==> src/hdl/lirg_pkg.sv <==
// ----------------------------------------------------------------------------
// Linear interpolation resampler package
// Shared widths, register codes and sequencer states.
// ----------------------------------------------------------------------------
`default_nettype none

package lirg_pkg;

  localparam int SmpW      = 16;
  localparam int LenW      = 16;
  localparam int StepW     = 21;
  localparam int GainW     = 16;
  localparam int GainFracW = 12;
  localparam int MaxOut    = 64;
  localparam int CntW      = 7;
  localparam int AddrW     = 3;
  localparam int DataW     = 32;

  localparam logic [StepW-1:0] StepReset = StepW'(65536);
  localparam logic [GainW-1:0] GainReset = GainW'(4096);

  typedef enum logic {
    REG_STEP = 1'b0,
    REG_GAIN = 1'b1
  } lirg_reg_e;

  typedef enum logic [5:0] {
    S_IDLE  = 6'b000001,
    S_CHECK = 6'b000010,
    S_MUL1  = 6'b000100,
    S_MUL2  = 6'b001000,
    S_PUSH  = 6'b010000,
    S_FINAL = 6'b100000
  } lirg_state_e;

endpackage

`default_nettype wire

==> src/hdl/linear_interp_resampler_with_gain.sv <==
// Each result word passes twice through the shared multiplier, first to
// interpolate and then to apply the gain. A word is held back until the next
// word of its item or the end of the item pushes it out; output stalls hold
// the flow. A new input sample is taken only in the idle state, once the
// last item is done. Reset clears the state and loads step 1.0 and gain 1.0;
// a sample can be accepted as soon as reset ends.
// ----------------------------------------------------------------------------
// Linear interpolation resampler with gain
// Resamples a stream of sample blocks at a programmable step by linear
// interpolation, scales each word by a linear gain and saturates it.
// ----------------------------------------------------------------------------
`default_nettype none

module linear_interp_resampler_with_gain #(
  parameter int MAX_BLOCK = 65535,
  parameter int FRAC_BITS = 16
) (
  input  wire logic                           clk_i,
  input  wire logic                           rst_ni,
  input  wire logic                           psel,
  input  wire logic                           penable,
  input  wire logic                           pwrite,
  input  wire logic [lirg_pkg::AddrW-1:0]     paddr,
  input  wire logic [lirg_pkg::DataW-1:0]     pwdata,
  output logic      [lirg_pkg::DataW-1:0]     prdata,
  output logic                                pready,
  input  wire logic                           in_valid_i,
  output logic                                in_stall_o,
  input  wire logic signed [lirg_pkg::SmpW-1:0] sample_i,
  input  wire logic [lirg_pkg::LenW-1:0]      block_length_i,
  output logic                                out_valid_o,
  input  wire logic                           out_stall_i,
  output logic signed [lirg_pkg::SmpW-1:0]    out_sample_o,
  output logic                                run_last_o,
  output logic                                block_end_o
);
  import lirg_pkg::*;

  localparam int PosW  = LenW + FRAC_BITS + 2;
  localparam int OpaW  = FRAC_BITS + 19;
  localparam int OpbW  = ((FRAC_BITS > GainW) ? FRAC_BITS : GainW) + 1;
  localparam int ProdW = OpaW + OpbW;
  localparam int RndSh = FRAC_BITS + GainFracW;
  localparam logic [StepW-1:0] MinStep = StepW'(2 ** (FRAC_BITS - 5));
  localparam logic [31:0] MaxBlk = 32'(MAX_BLOCK);
  localparam logic signed [ProdW-1:0] RndHalf = ProdW'(1) <<< (RndSh - 1);
  localparam logic signed [ProdW-1:0] SatHi = ProdW'(32'sd32767);
  localparam logic signed [ProdW-1:0] SatLo = ProdW'(-32'sd32768);

  lirg_state_e state_q, state_d;
  logic [StepW-1:0] step_q, step_d;
  logic [GainW-1:0] gain_q, gain_d;
  logic signed [SmpW-1:0] prev_q, prev_d;
  logic [LenW-1:0] idx_q, idx_d;
  logic [PosW-1:0] np_q, np_d;
  logic [CntW-1:0] k_q, k_d;
  logic hold_v_q, hold_v_d;
  logic out_valid_q, out_valid_d;

  logic signed [SmpW-1:0] cur_q, cur_d;
  logic [PosW-1:0] limit_q, limit_d;
  logic [PosW-1:0] here_q, here_d;
  logic [PosW-1:0] base_q, base_d;
  logic [StepW-1:0] st_q, st_d;
  logic last_q, last_d;
  logic nz_q, nz_d;
  logic signed [SmpW-1:0] a_q, a_d;
  logic signed [SmpW:0] diff_q, diff_d;
  logic [FRAC_BITS-1:0] frac_q, frac_d;
  logic signed [ProdW-1:0] prod_q, prod_d;
  logic signed [SmpW-1:0] hold_q, hold_d;
  logic signed [SmpW-1:0] out_sample_q, out_sample_d;
  logic run_last_q, run_last_d;
  logic block_end_q, block_end_d;

  logic cfg_wr;
  logic [LenW-1:0] len_nz, len_eff;
  logic [PosW-1:0] np_next, np_off;
  logic fits, room, interp, flat, slot_free;
  logic signed [OpaW-1:0] opa, v_sum;
  logic signed [OpbW-1:0] opb;
  logic signed [ProdW-1:0] mul_res, rsum, rshift;
  logic signed [SmpW-1:0] rnd_val;

  assign pready     = 1'b1;
  assign cfg_wr     = psel & penable & pwrite & pready;
  assign in_stall_o = (state_q != S_IDLE);
  assign slot_free  = !out_valid_q || !out_stall_i;

  always_comb begin
    unique case (lirg_reg_e'(paddr[2]))
      REG_STEP: prdata = DataW'(step_q);
      REG_GAIN: prdata = DataW'(gain_q);
      default:  prdata = '0;
    endcase
  end

  always_comb begin
    len_nz  = (block_length_i == '0) ? LenW'(1) : block_length_i;
    len_eff = (32'(len_nz) > MaxBlk) ? MaxBlk[LenW-1:0] : len_nz;
  end

  always_comb begin
    np_next = np_q + PosW'(st_q);
    np_off  = np_q - base_q;
    fits    = (np_next <= limit_q);
    room    = !k_q[CntW-1];
    interp  = nz_q && (np_q < here_q) && fits && room;
    flat    = last_q && fits && room;
  end

  always_comb begin
    v_sum = (OpaW'(a_q) <<< FRAC_BITS) + $signed(prod_q[OpaW-1:0]);
    if (state_q == S_MUL2) begin
      opa = v_sum;
      opb = $signed(OpbW'(gain_q));
    end else begin
      opa = OpaW'(diff_q);
      opb = $signed(OpbW'(frac_q));
    end
    mul_res = ProdW'(opa) * ProdW'(opb);
  end

  always_comb begin
    rsum   = prod_q + RndHalf;
    rshift = rsum >>> RndSh;
    if (rshift > SatHi) begin
      rnd_val = SatHi[SmpW-1:0];
    end else if (rshift < SatLo) begin
      rnd_val = SatLo[SmpW-1:0];
    end else begin
      rnd_val = rshift[SmpW-1:0];
    end
  end

  always_comb begin
    state_d      = state_q;
    step_d       = step_q;
    gain_d       = gain_q;
    prev_d       = prev_q;
    idx_d        = idx_q;
    np_d         = np_q;
    k_d          = k_q;
    hold_v_d     = hold_v_q;
    out_valid_d  = out_valid_q && out_stall_i;
    cur_d        = cur_q;
    limit_d      = limit_q;
    here_d       = here_q;
    base_d       = base_q;
    st_d         = st_q;
    last_d       = last_q;
    nz_d         = nz_q;
    a_d          = a_q;
    diff_d       = diff_q;
    frac_d       = frac_q;
    prod_d       = prod_q;
    hold_d       = hold_q;
    out_sample_d = out_sample_q;
    run_last_d   = run_last_q;
    block_end_d  = block_end_q;

    if (cfg_wr) begin
      unique case (lirg_reg_e'(paddr[2]))
        REG_STEP: step_d = pwdata[StepW-1:0];
        REG_GAIN: gain_d = pwdata[GainW-1:0];
        default:  ;
      endcase
    end

    unique case (state_q)
      S_IDLE: begin
        if (in_valid_i) begin
          cur_d   = sample_i;
          limit_d = PosW'(len_eff) << FRAC_BITS;
          here_d  = PosW'(idx_q) << FRAC_BITS;
          base_d  = (PosW'(idx_q) << FRAC_BITS) - (PosW'(1) << FRAC_BITS);
          st_d    = (step_q < MinStep) ? MinStep : step_q;
          last_d  = ({1'b0, idx_q} + (LenW + 1)'(1)) >= {1'b0, len_eff};
          nz_d    = (idx_q != '0);
          k_d     = '0;
          state_d = S_CHECK;
        end
      end
      S_CHECK: begin
        if (interp) begin
          a_d     = prev_q;
          diff_d  = (SmpW + 1)'(cur_q) - (SmpW + 1)'(prev_q);
          frac_d  = (np_q >= base_q) ? np_off[FRAC_BITS-1:0] : '0;
          np_d    = np_next;
          k_d     = k_q + CntW'(1);
          state_d = S_MUL1;
        end else if (flat) begin
          a_d     = cur_q;
          diff_d  = '0;
          frac_d  = '0;
          np_d    = np_next;
          k_d     = k_q + CntW'(1);
          state_d = S_MUL1;
        end else begin
          prev_d = cur_q;
          if (last_q) begin
            idx_d = '0;
            np_d  = '0;
          end else begin
            idx_d = idx_q + LenW'(1);
          end
          state_d = hold_v_q ? S_FINAL : S_IDLE;
        end
      end
      S_MUL1: begin
        prod_d  = mul_res;
        state_d = S_MUL2;
      end
      S_MUL2: begin
        prod_d  = mul_res;
        state_d = S_PUSH;
      end
      S_PUSH: begin
        if (!hold_v_q || slot_free) begin
          if (hold_v_q) begin
            out_sample_d = hold_q;
            run_last_d   = 1'b0;
            block_end_d  = 1'b0;
            out_valid_d  = 1'b1;
          end
          hold_d   = rnd_val;
          hold_v_d = 1'b1;
          state_d  = S_CHECK;
        end
      end
      S_FINAL: begin
        if (slot_free) begin
          out_sample_d = hold_q;
          run_last_d   = 1'b1;
          block_end_d  = last_q;
          out_valid_d  = 1'b1;
          hold_v_d     = 1'b0;
          state_d      = S_IDLE;
        end
      end
      default: state_d = S_IDLE;
    endcase
  end

  always_ff @(posedge clk_i or negedge rst_ni) begin
    if (!rst_ni) begin
      state_q     <= S_IDLE;
      step_q      <= StepReset;
      gain_q      <= GainReset;
      prev_q      <= '0;
      idx_q       <= '0;
      np_q        <= '0;
      k_q         <= '0;
      hold_v_q    <= 1'b0;
      out_valid_q <= 1'b0;
    end else begin
      state_q     <= state_d;
      step_q      <= step_d;
      gain_q      <= gain_d;
      prev_q      <= prev_d;
      idx_q       <= idx_d;
      np_q        <= np_d;
      k_q         <= k_d;
      hold_v_q    <= hold_v_d;
      out_valid_q <= out_valid_d;
    end
  end

  always_ff @(posedge clk_i) begin
    cur_q        <= cur_d;
    limit_q      <= limit_d;
    here_q       <= here_d;
    base_q       <= base_d;
    st_q         <= st_d;
    last_q       <= last_d;
    nz_q         <= nz_d;
    a_q          <= a_d;
    diff_q       <= diff_d;
    frac_q       <= frac_d;
    prod_q       <= prod_d;
    hold_q       <= hold_d;
    out_sample_q <= out_sample_d;
    run_last_q   <= run_last_d;
    block_end_q  <= block_end_d;
  end

  assign out_valid_o  = out_valid_q;
  assign out_sample_o = out_sample_q;
  assign run_last_o   = run_last_q;
  assign block_end_o  = block_end_q;

endmodule

`default_nettype wire

==> config.mk <==
export PLATFORM = sky130hd
export DESIGN_NAME = linear_interp_resampler_with_gain
export DESIGN_NICKNAME = d
export VERILOG_FILES = /design/src/hdl/lirg_pkg.sv /design/src/hdl/linear_interp_resampler_with_gain.sv
export SDC_FILE = /design/constraint.sdc
export NUM_CORES = 2
export LEC_CHECK = 0
export BUFFER_PORTS_ARGS = -buffer_cell sky130_fd_sc_hd__buf_2
export CAP_MARGIN = 20
export CORE_MARGIN = 3
export CORE_UTILIZATION = 55
export CTS_BUF_LIST = sky130_fd_sc_hd__clkbuf_4 sky130_fd_sc_hd__clkbuf_8 sky130_fd_sc_hd__clkbuf_16
export CTS_CLUSTER_DIAMETER = 150
export DETAILED_ROUTE_END_ITERATION = 8
export MAX_ROUTING_LAYER = met4
export PLACE_DENSITY = 0.8
export SETUP_SLACK_MARGIN = 0.2
export SLEW_MARGIN = 15
export SYNTH_ARGS = -nofsm -noshare
export SYNTH_HDL_FRONTEND = slang
export SYNTH_SLANG_ARGS = --single-unit
export TNS_END_PERCENT = 100
==> constraint.sdc <==
create_clock -name clk_i -period 17 [get_ports clk_i]
set_input_delay 3.4 -clock clk_i [delete_from_list [all_inputs] [get_ports clk_i]]
set_output_delay 3.4 -clock clk_i [all_outputs]
set_load 0.01 [all_outputs]
==> impl_metrics.env <==
export IMPL_outcome="finished clean"
export IMPL_crit_top_cell="fa_1"
export IMPL_fin_setup_tns_ns=0
export IMPL_cts_buffers=37
export IMPL_core_sq_mm=0.0676
export IMPL_syn_area_sq_mm=0.0378
export IMPL_worstSetupStartpoint="a_q[0]"
export IMPL_maxSlewViolCount=0
export IMPL_grt_pass1_wl_um=151000
export IMPL_synth_compound_area_frac=0.0873
export IMPL_synth_simple_area_share=0.142
export IMPL_setup_viol=0
export IMPL_cts_resized=0
export IMPL_antenna_found_initial=2
export IMPL_grt_max_degree=88
export IMPL_fillerInstances=5464
export IMPL_clock_latency_ns=0.59
export IMPL_multi_input_comb_area_sq_mm=0.0249
export IMPL_ys_ff_latch=341
export IMPL_fin_crit_sh=0.574
export IMPL_post_cts_setup_buffers=0
export IMPL_whs_ns=0.417
export IMPL_synthMuxAreaShare=0.0293
export IMPL_slowest_delay_ns=0.59
export IMPL_cts_tree="done"
export IMPL_portBuffers=101
export IMPL_fp_dieW_um=268
export IMPL_synth_top_cell_by_area="fa_1"
export IMPL_wl_per_cell_um=19.2
export IMPL_syn2layout_area_growth_pct=7.16
export IMPL_cp_start_kind="flop"
export IMPL_cp_required_ns=17.28
export IMPL_yosys_area_share_adder=0.363
export IMPL_antenna_left=0
export IMPL_dieArea_sq_mm=0.0720
export IMPL_drt_iter0_drc=2175
export IMPL_fmax_mhz=103
export IMPL_overflow=0
export IMPL_synth_xor_area_frac=0.0336
export IMPL_synth_cells=3963
export IMPL_cts_root_buf="clkbuf_16"
export IMPL_syn_avg_cell_area_sq_um=9.54
export IMPL_routed_wl_um=93900
export IMPL_synthFlopType="edfxtp_1"
export IMPL_viasPerCell=5.73
export IMPL_worst_slew_pin_slew_ns=1.11
export IMPL_fp_row_count=95
export IMPL_initial_core_util=0.559
export IMPL_drc_errors=0
export IMPL_cts_hold_buffers=0
export IMPL_ys_types=85
export IMPL_synth_edf_count=223
export IMPL_crit_arrival_ns=10.04
export IMPL_ios=127
export IMPL_final_nets=4847
export IMPL_dieHeight_um=268
export IMPL_path_clk_slew_ns=0.06
export IMPL_crit_path_top_delay_cell="o41ai_1"
export IMPL_grtUsageTotal=0.276
export IMPL_clk_path_buf_depth=3
export IMPL_drive_gt1_frac=0.0802
export IMPL_crit_type="reg2reg"
export IMPL_yosys_warnings=0
export IMPL_htree_levels=2
export IMPL_hold_class="reg2reg"
export IMPL_r2r_start="a_q[0]"
export IMPL_synthArstFlopShare=0.346
export IMPL_synth_top_family_by_area="adder cells"
export IMPL_hold_violations=0
export IMPL_place_gp_congestion=0.958
export IMPL_cap_violations=0
export IMPL_slew_headroom=0.239
export IMPL_min_period_ns=9.75
export IMPL_endpoint_kind="flop"
export IMPL_clock_sinks=341
export IMPL_cp_max_fo=11
export IMPL_first_pass_iters=6
export IMPL_rsz0062_at_grt="false"
export IMPL_fin_skew_ns=0.0484
export IMPL_grt_pass1_vias=28600
export IMPL_dp_hpwl_um=73300
export IMPL_ys_seq_area_frac=0.255
export IMPL_seq_area_sq_mm=0.00965
export IMPL_netlist_area_leader_share=0.279
export IMPL_routed_via_count=28100
export IMPL_min_from="hold_q[12]"
export IMPL_synth_area_leaders="fa_1 (28%), edfxtp_1 (18%), ha_1 (8.2%)"
-- metal layers --
metal	wire length, um	track usage
met1	37000	0.347
met2	43900	0.437
met3	9360	0.0710
met4	3630	0.0958
met5	0	-
-- critical path: cells and delay by family (launching register included) --
kind	cells	cell delay [ns]
fa+ha+maj	9	3.92
compound gates	11	3.12
simple gates	8	1.65
flops	1	0.39
buf+inv	4	0.22
xor+xnor	1	0.15
-- logic make-up after synthesis --
kind of cell,after synthesis
simple gates,1211
compound gates,494
fa+ha+maj,781
buf+inv,887
flops,341
xor+xnor,145
mux,102
other cells,2
-- final cells by class --
| type | count | share of cell area |
|---|---|---|
| well taps | 873 | 0.0270 |
| clock buffers | 48 | 0.0250 |
| diodes | 1 | 0.0000617 |
| flip-flops and latches | 341 | 0.238 |
| multi-input cells | 2745 | 0.614 |
| repair buffers | 153 | 0.0232 |
| clock inverters | 20 | 0.00587 |
| inverters | 719 | 0.0666 |
-- worst paths after layout --
kind	endpoint	slack, ns	cells past startpoint
worst min-delay path	out_sample_o[12]	0.42	0
worst max register to register	prod_q[47]	7.25	33
worst min register to register	out_sample_o[12]	0.42	0
min in group asynchronous	step_q[18]	2.94	1
worst max-delay path	prod_q[47]	7.25	33
max in group asynchronous	np_q[20]	12.78	2
-- flip-flops by register name, indices dropped and copies added, names as in the netlist, 17 cells and up --
name,flops
step_q,21
base_q,17
prod_q,52
np_q,34
diff_q,17
st_q,21
-- metrics by stage --
step	instance area (sq um)	utilization	instances	setup WS [ns]
after floorplan	37900	-	3973	8.40
after global placement	39200	0.580	4827	7.41
after detailed placement	39200	0.580	4827	7.29
after CTS	40400	0.598	4895	7.21
after global routing	40500	0.599	4900	6.64
final	40500	0.599	4900	7.25
-- placed cells by master (no fill, tap or decap), drive strengths merged, types with 12 or more instances in the layout --
cell    count
mux2i      33
a21o       66
buf       152
xnor2      91
mux2       69
o21a       21
conb       12
nand2     560
fa        528
nor3       40
clkbuf     49
ha        248
dfrtp     115
and2       46
xor2       54
a22oi      22
nand4      31
a22o       36
nand3      67
nand2b     28
and3       26
o21ai     110
clkinv     17
nor2b      30
inv       718
nor2      298
a21oi     114
nor4       22
or2        15
edfxtp    223
-- cells in the mapped netlist, drive strengths merged, types with 26 or more instances --
cell type / number
inv: 718
nand2: 560
fa: 528
nor2: 298
ha: 248
edfxtp: 223
clkbuf: 135
dfrtp: 115
a21oi: 114
o21ai: 110
xnor2: 91
mux2: 69
nand3: 67
a21o: 66
xor2: 54
and2: 46
nor3: 40
a22o: 36
buf: 33
mux2i: 33
nand4: 31
nor2b: 30
nand2b: 28
and3: 26
Power is left out: the tool's default activity adds up to more than one toggle a clock period on the data nets, which glitch-free logic cannot reach.
